==> src/rtl/mets_pkg.sv <==
// Shared types and fixed constants of the Mandelbrot escape test unit.
package mets_pkg;

	localparam int ITER_W  = 12;
	localparam int COORD_W = 32;
	localparam int TALLY_W = 32;

	localparam logic [ITER_W-1:0]  ITER_RESET = ITER_W'(1000);
	localparam logic [TALLY_W-1:0] TALLY_MAX  = '1;

	// datapath commands from the controller
	typedef struct packed {
		logic load;
		logic mul;
		logic sum;
		logic upd;
		logic finish;
		logic outside;
	} mets_cmd_t;

	// datapath status to the controller
	typedef struct packed {
		logic escape;
	} mets_sts_t;

endpackage

==> src/rtl/mets_ctrl.sv <==
// Controller: handshakes, iteration limit register, iteration counter and sequencing FSM.
module mets_ctrl import mets_pkg::*; (
	input  logic              clk,
	input  logic              arst_n,
	input  logic              in_valid,
	output logic              in_stall,
	output logic              out_valid,
	input  logic              out_stall,
	input  logic              cfg_valid,
	output logic              cfg_ready,
	input  logic [ITER_W-1:0] cfg_data,
	input  mets_sts_t         sts,
	output mets_cmd_t         cmd
);

	typedef enum logic [2:0] {S_IDLE, S_MUL, S_SUM, S_TEST, S_FINISH} state_t;

	state_t            state_q;
	logic [ITER_W-1:0] limit_q, iter_q;
	logic              res_q, out_valid_q;
	logic              go_esc, go_done, out_free;

	always_comb begin
		go_esc   = (iter_q != '0) && sts.escape;
		go_done  = iter_q == limit_q;
		out_free = !out_valid_q || !out_stall;
		cmd      = '0;
		cmd.outside = res_q;
		unique case (state_q)
			S_IDLE:   cmd.load   = in_valid;
			S_MUL:    cmd.mul    = 1'b1;
			S_SUM:    cmd.sum    = 1'b1;
			S_TEST:   cmd.upd    = !go_esc && !go_done;
			S_FINISH: cmd.finish = out_free;
			default:  cmd        = '0;
		endcase
	end

	always_ff @(posedge clk or negedge arst_n) begin
		if (!arst_n) begin
			state_q     <= S_IDLE;
			limit_q     <= ITER_RESET;
			iter_q      <= '0;
			res_q       <= 1'b0;
			out_valid_q <= 1'b0;
		end else begin
			if (cfg_valid) begin
				limit_q <= cfg_data;
			end
			if (cmd.finish) begin
				out_valid_q <= 1'b1;
			end else if (out_valid_q && !out_stall) begin
				out_valid_q <= 1'b0;
			end
			unique case (state_q)
				S_IDLE: begin
					if (in_valid) begin
						iter_q  <= '0;
						state_q <= S_MUL;
					end
				end
				S_MUL: state_q <= S_SUM;
				S_SUM: state_q <= S_TEST;
				S_TEST: begin
					if (go_esc) begin
						res_q   <= 1'b1;
						state_q <= S_FINISH;
					end else if (go_done) begin
						res_q   <= 1'b0;
						state_q <= S_FINISH;
					end else begin
						iter_q  <= iter_q + ITER_W'(1);
						state_q <= S_MUL;
					end
				end
				S_FINISH: begin
					if (out_free) begin
						state_q <= S_IDLE;
					end
				end
				default: state_q <= S_IDLE;
			endcase
		end
	end

	assign in_stall  = state_q != S_IDLE;
	assign out_valid = out_valid_q;
	assign cfg_ready = 1'b1;

endmodule

==> config.mk <==
export PLATFORM = sky130hd
export DESIGN_NAME = mets_ctrl
export DESIGN_NICKNAME = d
export VERILOG_FILES = /design/src/rtl/mets_pkg.sv /design/src/rtl/mets_ctrl.sv
export SDC_FILE = /design/constraint.sdc
export NUM_CORES = 1
export LEC_CHECK = 0
export BUFFER_PORTS_ARGS = -buffer_cell sky130_fd_sc_hd__buf_4
export CAP_MARGIN = 20
export CORE_UTILIZATION = 50
export CTS_CLUSTER_DIAMETER = 150
export CTS_CLUSTER_SIZE = 28
export DETAILED_ROUTE_END_ITERATION = 10
export HOLD_SLACK_MARGIN = 0.15
export PLACE_DENSITY = 0.72
export SYNTH_ARGS = -nofsm -noshare
export SYNTH_HDL_FRONTEND = slang
export SYNTH_SLANG_ARGS = --single-unit
==> constraint.sdc <==
create_clock -name clk -period 4.6 [get_ports clk]
set_clock_uncertainty 0.15 [all_clocks]
set_input_delay 0.23 -clock clk [delete_from_list [all_inputs] [get_ports clk]]
set_output_delay 0.23 -clock clk [all_outputs]
set_load 0.05 [all_outputs]
Yosys cells after proc, flatten, opt, wreduce, memory -nomap -nowiden:

Cells that the tools add are included.

* input port bits: 18
* flip-flop bits (word level): 29

* equal/unequal tests: 9
* reduce and logical (&&, ||, !) cells: 18
* mux-type cells: 19
* add/sub/neg operators: 1

Operator list (number)
* $mux W12: 3
* $pmux W12 S2: 1
* $pmux W3 S5: 1
* $add A12 B1 Y12 const B: 1
* $eq A12 B12 Y1: 1
* $mux W3: 4
* $reduce_bool A12 Y1: 1
* $mux W1: 10
* $ne A2 B2 Y1 const B: 4
* $eq A3 B2 Y1 const B: 2
* $reduce_bool A2 Y1: 3
* $reduce_or A5 Y1: 1
* $logic_not A1 Y1: 4
* $reduce_and A2 Y1: 2
* $reduce_and A4 Y1: 1
* $eq A3 B1 Y1 const B: 1
* $eq A3 B3 Y1 const B: 1
* $logic_and A1 B1 Y1: 3
* $logic_not A3 Y1: 1
* $reduce_bool A3 Y1: 1
* $logic_or A1 B1 Y1: 1

Longest topological paths before layout:

Gate-level depths: netlist of run 1.

* depth in word-level cells: 5
* mapped depth: 8

Worst setup path before layout of run 1:

OpenSTA, ideal clock, no wires.

* path kind: register to register
* from: register limit_q[5]
* to: register iter_q[2]
* period minus slack after synthesis: 2753 ps
* stages on the path, launching flop included: 8
* data required time: 4268 ps
* slack: 1847 ps
* buffers on the path: 2
* arrival: 2420 ps
* cells stage by stage: dfstp_2 xor2_1 nor4_1 and3_1 buf_2 buf_6 nor3_1 o32ai_1

* word-level cells in the longest chain between the ends: 3

RTL lines
* start: declaration: RTL line mets_ctrl.sv:19 `logic [ITER_W-1:0] limit_q, iter_q;`
* start signal: assignment: RTL line mets_ctrl.sv:48 `limit_q <= cfg_data;`
* $eq A12 B12 Y1: RTL line mets_ctrl.sv:25 `go_done = iter_q == limit_q;`
* $ne A2 B2 Y1 (no line)
* $reduce_and A4 Y1 (no line)
* end signal: assignment: RTL line mets_ctrl.sv:72 `iter_q <= iter_q + ITER_W'(1);`
* end: declaration: RTL line mets_ctrl.sv:19

Every way passes these cells.
A chain may end at the register's enable or synchronous reset.

==> results of run 1 <==
worst max-delay path by stage:
stage / end / cells past startpoint / from / slack, ns
after floorplan: iter_q[2]$_DFFE_PN0P_ / 7 / limit_q[5]$_DFFE_PN1P_ / 1.85
after global placement: cmd[2] / 5 / iter_q[6]$_DFFE_PN0P_ / 2.25
after detailed placement: cmd[2] / 5 / iter_q[6]$_DFFE_PN0P_ / 2.19
after CTS: cmd[2] / 5 / iter_q[6]$_DFFE_PN0P_ / 1.81
after global routing: cmd[2] / 5 / iter_q[4]$_DFFE_PN0P_ / 1.58
final: cmd[2] / 5 / iter_q[6]$_DFFE_PN0P_ / 1.81
worst max-delay path: stages (launching register included):
cell     delay [ns]
dfrtp_1        0.47
xor2_1         0.17
nor4_1         0.53
and3_1         0.55
nor3_1         0.13
buf_4          0.23
cell type report:
class | instances | area [um^2] | area share (%)
Clock buffer | 6 | 41.3 | 1.89
Clock inverter | 2 | 10.0 | 0.459
Inverter | 8 | 30.0 | 1.38
Multi-Input combinational cell | 114 | 855 | 39.2
Sequential cell | 29 | 733 | 33.6
Tap cell | 44 | 55.1 | 2.52
Timing Repair Buffer | 52 | 458 | 21.0
cells by family after synthesis:
kind of cell               share of synthesized area (%)
adders and majority gates                           1.47
AOI/OAI and AO/OA                                   11.3
DFF                                                 43.1
muxes                                               10.9
other                                              0.220
and+or+nand+nor                                     20.1
xor gates and xnor gates                            6.17
buffers and inverters                               6.76
metrics by stage:
stage          utilization, %  instances
2_1_floorplan               -        161
3_3_place_gp             59.0        220
3_5_place_dp             59.0        220
4_1_cts                  69.2        255
5_1_grt                  69.2        255
6_report                 69.2        255
registers in the layout, summed over array words and instances, names as in the netlist:
name,flops
res_q,1
state_q,3
out_valid,1
iter_q,12
limit_q,12
metal layers:
metal  part of all wire [%]  routed length [um]  up-vias  global-route usage [%]
li1                       -                   -      685                       -
met1                     43                1760      703                    33.4
met2                     52                2130       40                    43.0
met3                    3.3                 134        7                    6.40
met4                    1.3                  53        0                    9.63
met5                      0                   0        -                       0
synth_stat cells (all sizes together), types with 2 or more instances:
master / count
buf: 10
nor2: 4
nor3: 3
dfstp: 6
a21oi: 6
nor3b: 3
and3: 4
or4: 3
o21ai: 3
nor4b: 2
nand2b: 2
o22ai: 3
nand3: 3
nor4: 6
mux2: 12
xor2: 12
dfrtp: 23
ha: 2
inv: 8
a31oi: 3
mux2i: 5
o31ai: 3
nand2: 14
nand3b: 3
report_power, final:
part	leakage (nW)	switching (mW)	internal, mW
sequential	0.359	0.0588	0.300
clock	0.0320	0.0901	0.0580
combinational	0.597	0.258	0.168
==> out/qor.csv, run 1 <==
metric,value,unit
die_w,60.4,um
synthArstFlopShare,100,%
synth_edf_count,0,
first_pass_iters,4,
final_common_cell,dlygate4sd3_1,
drt_wl_total,4080,um
grt_antenna_before_repair,0,
grt_setup_unrepaired,false,
ff2ff_path_depth,5,
clock.fmax,0.358,GHz
rows,20,
drive_above_1_share,26.1,%
syn2layout_area_growth,28.1,%
synth_top_area_share,33.8,%
grt_pass1_wl,6930,um
cts_made_buffers,5,
cts-htree-levels,2,
total_power,0.933,mW
yosysSeqAreaShare,43.1,%
cts_setup_buffers,0,
slew_viol_final,0,
grt_max_degree,30,
boundaryPins,27,
reg2reg_to,iter_q[2]$_DFFE_PN0P_,
layout_common_cells,"27 x dlygate4sd3_1, 25 x buf_4, 23 x dfrtp_1, 14 x nand2_1",
syn-cell-area,0.00170,mm^2
place.gp.congestion,0.873,
status,finished clean,
vias,1435,
placed_area,0.00186,mm^2
n_antenna_cell,0,
critical_path_required,4.22,ns
cap_violations,0,
power_density,428,mW/mm^2
yosys_most_used_dff,dfrtp_1,
hp-class,in -> async,
fin_worst_hold_slack,0.202,ns
max-vdd-ir-drop,0.226,mV
fin_setup_tns,0,ns
viasPerCell,5.63,
yosys-top-cells-area,"dfrtp_1 34%, dfstp_2 9.3%, mux2_2 7.9%",
drtAntennaViolNets,0,
die_area,0.00364,mm^2
cts_resized,0,
layout.nets,230,
final_cell_area,0.00218,mm^2
synth_warnings,0,
avgSynthCellArea,10.6,um^2
reg2reg_from,iter_q[6]$_DFFE_PN0P_,
clkSinkCount,29,
clk_latency,0.34,ns
hold_viol_final,0,
regToRegSetupSlack,2.20,ns
crit_fanout,15,
root_buffer,clkbuf_4,
synth_fp_nets,181,
die_h,60.4,um
period_minus_slack,2.79,ns
setup_ws,1.81,ns
slew_headroom,62.6,%
end_kind,output pin,
synth.distinct_cells,50,
wire_per_inst,16.0,um
drtIter0Drc,65,
setup_violations,0,
initial_core_util,54.0,%
drc,0,
cts_tree,built,
dp_hpwl,2590,um
min_period_over_period,60.8,%
crit_path_start_kind,flop,
synth_top_area_cell,dfrtp_1,
overflow,0,
crit_type,reg -> out,
p_leak,0.988,nW
path_clk_slew,0.10,ns
synthCells,161,
nFillCells,247,
core,0.00315,mm^2
pre_cts_ws,2.19,ns
cts_hold_buf,27,
ys_ff_latch,29,
crit_arrival,2.41,ns
port_buffers,25,
grt_pass1_vias,1455,
tightest_slew,0.559,ns
clk_path_buf_depth,2,
grt_util_all_layers,26.1,%
(Power assumes the default switching activity.)
==> run 2, diff against run 1 <==
- ABC_AREA: default -> 1
- PLACE_DENSITY: 0.72 -> 0.71
- clock period: 4.6 -> 2.9 ns (I/O delays scaled with it)
==> run 2 against run 1 <==
  * Clock power grew 92%
  * Area after synthesis grew 4.6%
  * First-iteration DRC count grew 45%
  * Non-clock buffer count up 11
  * Worst setup slack worse by 1.4 ns
  * Clock-buffer cell count grew 1
  * Worst hold slack got worse by 0.0088 ns
  * Critical path type unchanged
  * Critical endpoint is now cmd[5]
  * Largest cell class unchanged
==> out/qor.csv, run 2 <==
metric,value,unit,change
status,finished clean,,unchanged
avgSynthCellArea,7.24,um^2,was 10.6 um^2
yosysMostFrequentCell,nand2_1,,was dfrtp_1
layout_common_cells,"86 x nand2_1, 37 x dlygate4sd3_1, 27 x inv_1, 25 x buf_4, 23 x dfrtp_1",,"was 27 x dlygate4sd3_1, 25 x buf_4, 23 x dfrtp_1, 14 x nand2_1"
grt_pass1_vias,1631,,was 1455
multi_input_area,861,um^2,was 855 um^2
period_minus_slack,2.45,ns,
regToRegSetupSlack,0.97,ns,was 2.20 ns
crit_path_start_kind,flop,,unchanged
clk_path_buf_depth,2,,unchanged
setup_violations,0,,unchanged
synth_fp_nets,266,,was 181
clock.fmax,0.408,GHz,
place.gp.congestion,0.866,,was 0.873
layout.nets,326,,was 230
slew_viol_final,0,,unchanged
synth_top_area_share,32.3,%,was 33.8%
clk_latency,0.33,ns,was 0.34 ns
syn-cell-area,0.00178,mm^2,was 0.00170 mm^2
tightest_slew,0.565,ns,was 0.559 ns
max-vdd-ir-drop,0.581,mV,was 0.226 mV
crit_arrival,2.16,ns,was 2.41 ns
fin_cells,353,,was 255
drtIter0Drc,94,,was 65
dp_hpwl,2790,um,was 2590 um
crit_fanout,13,,was 15
drt_wl_total,4230,um,was 4080 um
yosysSeqAreaShare,41.2,%,was 43.1%
die_area,0.00380,mm^2,was 0.00364 mm^2
cts_made_buffers,5,,unchanged
ff2ff_path_depth,11,,was 5
port_buffers,25,,unchanged
fin_setup_tns,0,ns,unchanged
seq_area,733,um^2,unchanged
hp-class,in -> async,,unchanged
synth_edf_count,0,,unchanged
ys_ff_latch,29,,unchanged
drc,0,,unchanged
vias,1706,,was 1435
grt_setup_unrepaired,false,,unchanged
clkSinkCount,29,,unchanged
core,0.00336,mm^2,was 0.00315 mm^2
critical_path_required,2.61,ns,was 4.22 ns
yosys-top-cells-area,"dfrtp_1 32%, nand2_1 18%, dfstp_2 8.9%",,"was dfrtp_1 34%, dfstp_2 9.3%, mux2_2 7.9%"
boundaryPins,27,,unchanged
end_kind,output pin,,unchanged
first_pass_iters,4,,unchanged
synthArstFlopShare,100,%,unchanged
cts-htree-levels,2,,unchanged
total_power,1.47,mW,was 0.933 mW
synth_warnings,0,,unchanged
wire_per_inst,12.0,um,was 16.0 um
min_period_over_period,84.6,%,
hold_viol_final,0,,unchanged
grt_antenna_before_repair,0,,unchanged
cts_tree,built,,unchanged
die_w,61.7,um,was 60.4 um
nFillCells,294,,was 247
cap_violations,0,,unchanged
post-route-util,71.6,%,was 69.2%
die_h,61.7,um,was 60.4 um
path_clk_slew,0.09,ns,was 0.10 ns
ys_top_cells_by_count,"86 x nand2_1, 27 x inv_1, 23 x dfrtp_1",,"was 23 x dfrtp_1, 14 x nand2_1, 12 x mux2_2, 12 x xor2_1, 8 x inv_1"
dp.cells,307,,was 220
n_antenna_cell,0,,unchanged
grt_pass1_wl,7050,um,was 6930 um
slew_headroom,62.2,%,was 62.6%
cts_setup_buffers,0,,unchanged
crit_type,reg -> out,,unchanged
power_density,612,mW/mm^2,was 428 mW/mm^2
reg2reg_from,iter_q[0]$_DFFE_PN0P_,,was iter_q[6]$_DFFE_PN0P_
synth_top_area_cell,dfrtp_1,,unchanged
p_leak,1.20,nW,was 0.988 nW
drtAntennaViolNets,0,,unchanged
rows,21,,was 20
yosys_most_used_dff,dfrtp_1,,unchanged
drive_above_1_share,17.9,%,was 26.1%
syn2layout_area_growth,35.2,%,was 28.1%
overflow,0,,unchanged
reg2reg_to,iter_q[4]$_DFFE_PN0P_,,was iter_q[2]$_DFFE_PN0P_
initial_core_util,52.9,%,was 54.0%
synth.distinct_cells,27,,was 50
synthCells,246,,was 161
top_regs,"iter_q x12, limit_q x12, state_q x3",,unchanged
cts_resized,0,,unchanged
final_common_cell,nand2_1,,was dlygate4sd3_1
grt_max_degree,24,,was 30
cts_hold_buf,37,,was 27
grt_util_all_layers,26.0,%,was 26.1%
viasPerCell,4.83,,was 5.63
root_buffer,clkbuf_4,,unchanged
## run 2: cell types whose count changed in the layout (fill, tap and decap cells not counted), moves of 8 or more
cell           previous run  this run
dlygate4sd3_1            27        37
nor2_1                    4        22
mux2_2                   12         4
inv_1                     8        27
o21ai_0                   1        10
nand3_1                   3        18
nand2_1                  14        86
## run 2: report_power, final
part	total [mW]	internal, mW	leakage, nW	switching, mW
sequential	0.500	0.455	0.362	0.0446
clock	0.284	0.140	0.0413	0.144
combinational	0.689	0.223	0.794	0.467
total	1.47	0.818	1.20	0.655
## run 2: cells by family (layout without fill, tap and decap cells)
kind of cell | Yosys count | after routing | share of synthesized area (%)
DFF | 29 | 29 | 41.2
and+or+nand+nor | 145 | 145 | 34.6
muxes | 4 | 4 | 2.53
adders and majority gates | 2 | 2 | 1.41
buffers and inverters | 40 | 101 | 10.5
other | 1 | 1 | 0.211
AOI/OAI and AO/OA | 14 | 14 | 4.15
xor gates and xnor gates | 11 | 11 | 5.41
## run 2: area by class of cell
cell class	instances	share of cell area (%)
Clock inverter	1	0.208
Tap cell	46	2.39
Multi-Input combinational cell	177	35.8
Clock buffer	7	2.70
Timing Repair Buffer	63	23.8
Sequential cell	29	30.5
Inverter	30	4.68
## run 2: critical path, stage by stage (launching register included)
cell and delay (ns):
dfrtp_1 0.49, inv_1 0.10, ha_1 0.15, nand3_1 0.07
nor2_1 0.11, nand2_1 0.09, nand3_2 0.09, o21ai_1 0.08
inv_2 0.18, nand2_4 0.15, nor2_1 0.12, buf_4 0.20
## run 2: how the worst max path moves through the flow
stage                                startpoint     end  slack (ns)  cells after the start
after floorplan           iter_q[0]$_DFFE_PN0P_  cmd[5]        0.62                     12
after global placement    iter_q[0]$_DFFE_PN0P_  cmd[5]        0.88                     11
after detailed placement  iter_q[0]$_DFFE_PN0P_  cmd[5]        0.81                     11
after CTS                 iter_q[0]$_DFFE_PN0P_  cmd[5]        0.44                     11
after global routing      iter_q[1]$_DFFE_PN0P_  cmd[5]        0.25                     11
final                     iter_q[0]$_DFFE_PN0P_  cmd[5]        0.45                     11
## run 2: per-stage QoR
step	setup WS, ns	instance area [um^2]	hold slack, ns
finish	0.446	2410	0.193
detailed placement	0.807	1950	-0.0577
floorplan	0.622	1780	-0.301
global route	0.246	2410	0.219
global placement	0.884	1950	-0.0555
CTS	0.443	2390	0.200
## run 2: layer usage
layer / GRT usage [%] / wire, um / share of wire (%) / vias to the layer above
met5: 0 / 0 / 0 / -
met4: 7.94 / 65 / 1.5 / 0
met3: 6.51 / 210 / 5.0 / 8
met2: 44.7 / 2060 / 49 / 50
met1: 32.1 / 1890 / 45 / 771
li1: - / - / - / 877
==> run 3, diff against run 2 <==
- clock period: 2.9 -> 2.45 ns (I/O delays scaled with it)
==> run 3 against run 2 <==
  * Worst hold slack got worse by 0.023 ns
  * Via count rose by 1.8%
  * Global-route usage fell by 0.17 points
  * Design area rose by 1.9%
  * Sequential power rose by 18%
  * Clock power barely moved
  * Utilization rose by 1.3 points
  * Critical endpoint unchanged
  * Clock-buffer cell count rose by 1
  * Largest cell class unchanged
  * Combinational power rose by 35%
  * Non-clock buffer count rose by 8
  * Register-to-register slack got worse by 0.48 ns
  * First-iteration DRC count fell by 14%
==> out/qor.csv, run 3 (synthesis results as in run 2) <==
metric,value,unit,change
grt_pass1_wl,6980,um,was 7050 um
boundaryPins,27,,unchanged
wire_per_inst,11.8,um,was 12.0 um
grt_pass1_vias,1601,,was 1631
die_h,61.7,um,unchanged
crit_type,reg -> out,,unchanged
path_clk_slew,0.09,ns,about the same
cp_slowest_cell,dfrtp_1,,unchanged
dp_hpwl,2770,um,was 2790 um
first_pass_iters,4,,unchanged
viasPerCell,4.81,,was 4.83
vias,1736,,was 1706
dr_wl_met3,181,um,was 210 um
grt_setup_unrepaired,false,,unchanged
core,0.00336,mm^2,unchanged
cap_violations,0,,unchanged
end_kind,output pin,,unchanged
max-vdd-ir-drop,0.793,mV,was 0.581 mV
setup_violations,0,,unchanged
final_common_cell,nand2_1,,unchanged
cp_num_buf_inv,2,,was 3
clk_latency,0.34,ns,was 0.33 ns
overflow,0,,unchanged
hold_viol_final,0,,unchanged
ff2ff_path_depth,12,,was 11
p_leak,1.22,nW,was 1.20 nW
drt_wl_total,4270,um,was 4230 um
clock.fmax,0.449,GHz,
reg2reg_to,iter_q[4]$_DFFE_PN0P_,,unchanged
port_buffers,25,,unchanged
grt_util_all_layers,25.8,%,was 26.0%
drtIter0Drc,81,,was 94
layout_common_cells,"86 x nand2_1, 37 x dlygate4sd3_1, 32 x buf_4, 27 x inv_1, 23 x dfrtp_1",,"was 86 x nand2_1, 37 x dlygate4sd3_1, 27 x inv_1, 25 x buf_4, 23 x dfrtp_1"
critical_path_required,2.18,ns,was 2.61 ns
clkSinkCount,29,,unchanged
layout.nets,334,,was 326
grt_max_degree,24,,unchanged
total_power,1.80,mW,was 1.47 mW
crit_chain,"inv_2, nand2_1, nand2_1, nand2_1, nor2_1, nand3_2, nand2_2, nand2_2, nand2_4, nor2_2, buf_6",,"was inv_1, ha_1, nand3_1, nor2_1, nand2_1, nand3_2, o21ai_1, inv_2, nand2_4, nor2_1, buf_4"
slew_viol_final,0,,unchanged
wl_met2,2070,um,was 2060 um
power_density,734,mW/mm^2,was 612 mW/mm^2
min_period_over_period,90.9,%,
drtAntennaViolNets,0,,unchanged
root_buffer,clkbuf_4,,unchanged
syn2layout_area_growth,37.7,%,was 35.2%
n_antenna_cell,0,,unchanged
drt-met1-wl,1910,um,was 1890 um
grt_antenna_before_repair,0,,unchanged
top_layer,met4,,unchanged
cts-htree-levels,2,,unchanged
crit_fanout,12,,was 13
initial_core_util,52.9,%,unchanged
status,finished clean,,unchanged
drive_above_1_share,19.4,%,was 17.9%
cts_tree,built,,unchanged
hp-class,in -> async,,unchanged
top_regs,"iter_q x12, limit_q x12, state_q x3",,unchanged
critical_path.max_stage_delay,0.44,ns,was 0.49 ns
crit_path_start_kind,flop,,unchanged
regToRegSetupSlack,0.49,ns,was 0.97 ns
rows,21,,unchanged
path_delay_family,simple AND/OR/NAND/NOR gates,,unchanged
place.gp.congestion,0.869,,was 0.866
cp_common_cell,nand2_1,,was nor2_1
die_area,0.00380,mm^2,unchanged
drc,0,,unchanged
period_minus_slack,2.23,ns,
clk_path_buf_depth,2,,unchanged
crit_arrival,1.95,ns,was 2.16 ns
die_w,61.7,um,unchanged
cts_made_buffers,5,,unchanged
fin_setup_tns,0,ns,unchanged
reg2reg_from,iter_q[0]$_DFFE_PN0P_,,unchanged
## run 3: cell count changes in the layout (fill, tap and decap cells not counted)
cell      before  now
nor2_1        22   21
clkbuf_1       0    3
clkinv_2       1    0
clkbuf_8       2    0
buf_4         25   32
buf_6          0    1
nor2_2         2    3
## run 3: timing repair
item | in CTS | in global routing
endpoints found under the hold margin | 46 | 0
hold buffers | 37 | 0
buffers inserted | 0 | 8
endpoints found under the setup margin | 0 | 1
resized for setup | 0 | 2
## run 3: worst register-to-register path, delay by kind of cell (launching register included)
family | cells | cell delay (ns)
adders and majority gates | 1 | 0.20
buffers and inverters | 4 | 0.44
AOI/OAI and AO/OA | 1 | 0.11
DFF | 1 | 0.50
and+or+nand+nor | 6 | 0.45
## run 3: metrics by stage
step	utilization, %	worst slack (ns)	hold slack, ns	cells	area [um^2]
floorplan	-	0.194	-0.323	246	1780
global route	72.9	0.0222	0.196	361	2450
finish	72.9	0.223	0.170	361	2450
CTS	70.5	0.0307	0.170	352	2370
detailed placement	58.0	0.407	-0.0823	307	1950
global placement	58.0	0.456	-0.0779	307	1950
## run 3: layer usage
layer	track usage [%]	up-vias
li1	-	895
met1	32.3	790
met2	43.0	41
met3	6.30	10
met4	10.2	0
met5	0	-
## run 3: layout make-up
type                            instances  area, um^2
Timing Repair Buffer                   71         637
Sequential cell                        29         733
Tap cell                               46        57.6
Inverter                               30         113
Clock buffer                            8        48.8
Multi-Input combinational cell        177         863
Fill cell                             295         911
## run 3: worst max-delay path by stage
stage | endpoint | depth (start not counted) | from
after floorplan | cmd[5] | 12 | iter_q[0]$_DFFE_PN0P_
after global placement | cmd[5] | 11 | iter_q[0]$_DFFE_PN0P_
after detailed placement | cmd[5] | 11 | iter_q[0]$_DFFE_PN0P_
after CTS | cmd[5] | 11 | iter_q[0]$_DFFE_PN0P_
after global routing | cmd[5] | 11 | iter_q[5]$_DFFE_PN0P_
final | cmd[5] | 11 | iter_q[5]$_DFFE_PN0P_
## run 3: power by group
group          internal (mW)  total (mW)  switching, mW
Sequential             0.539       0.591         0.0516
Combinational          0.355       0.930          0.575
Clock                  0.114       0.281          0.167
Total                   1.01        1.80          0.793
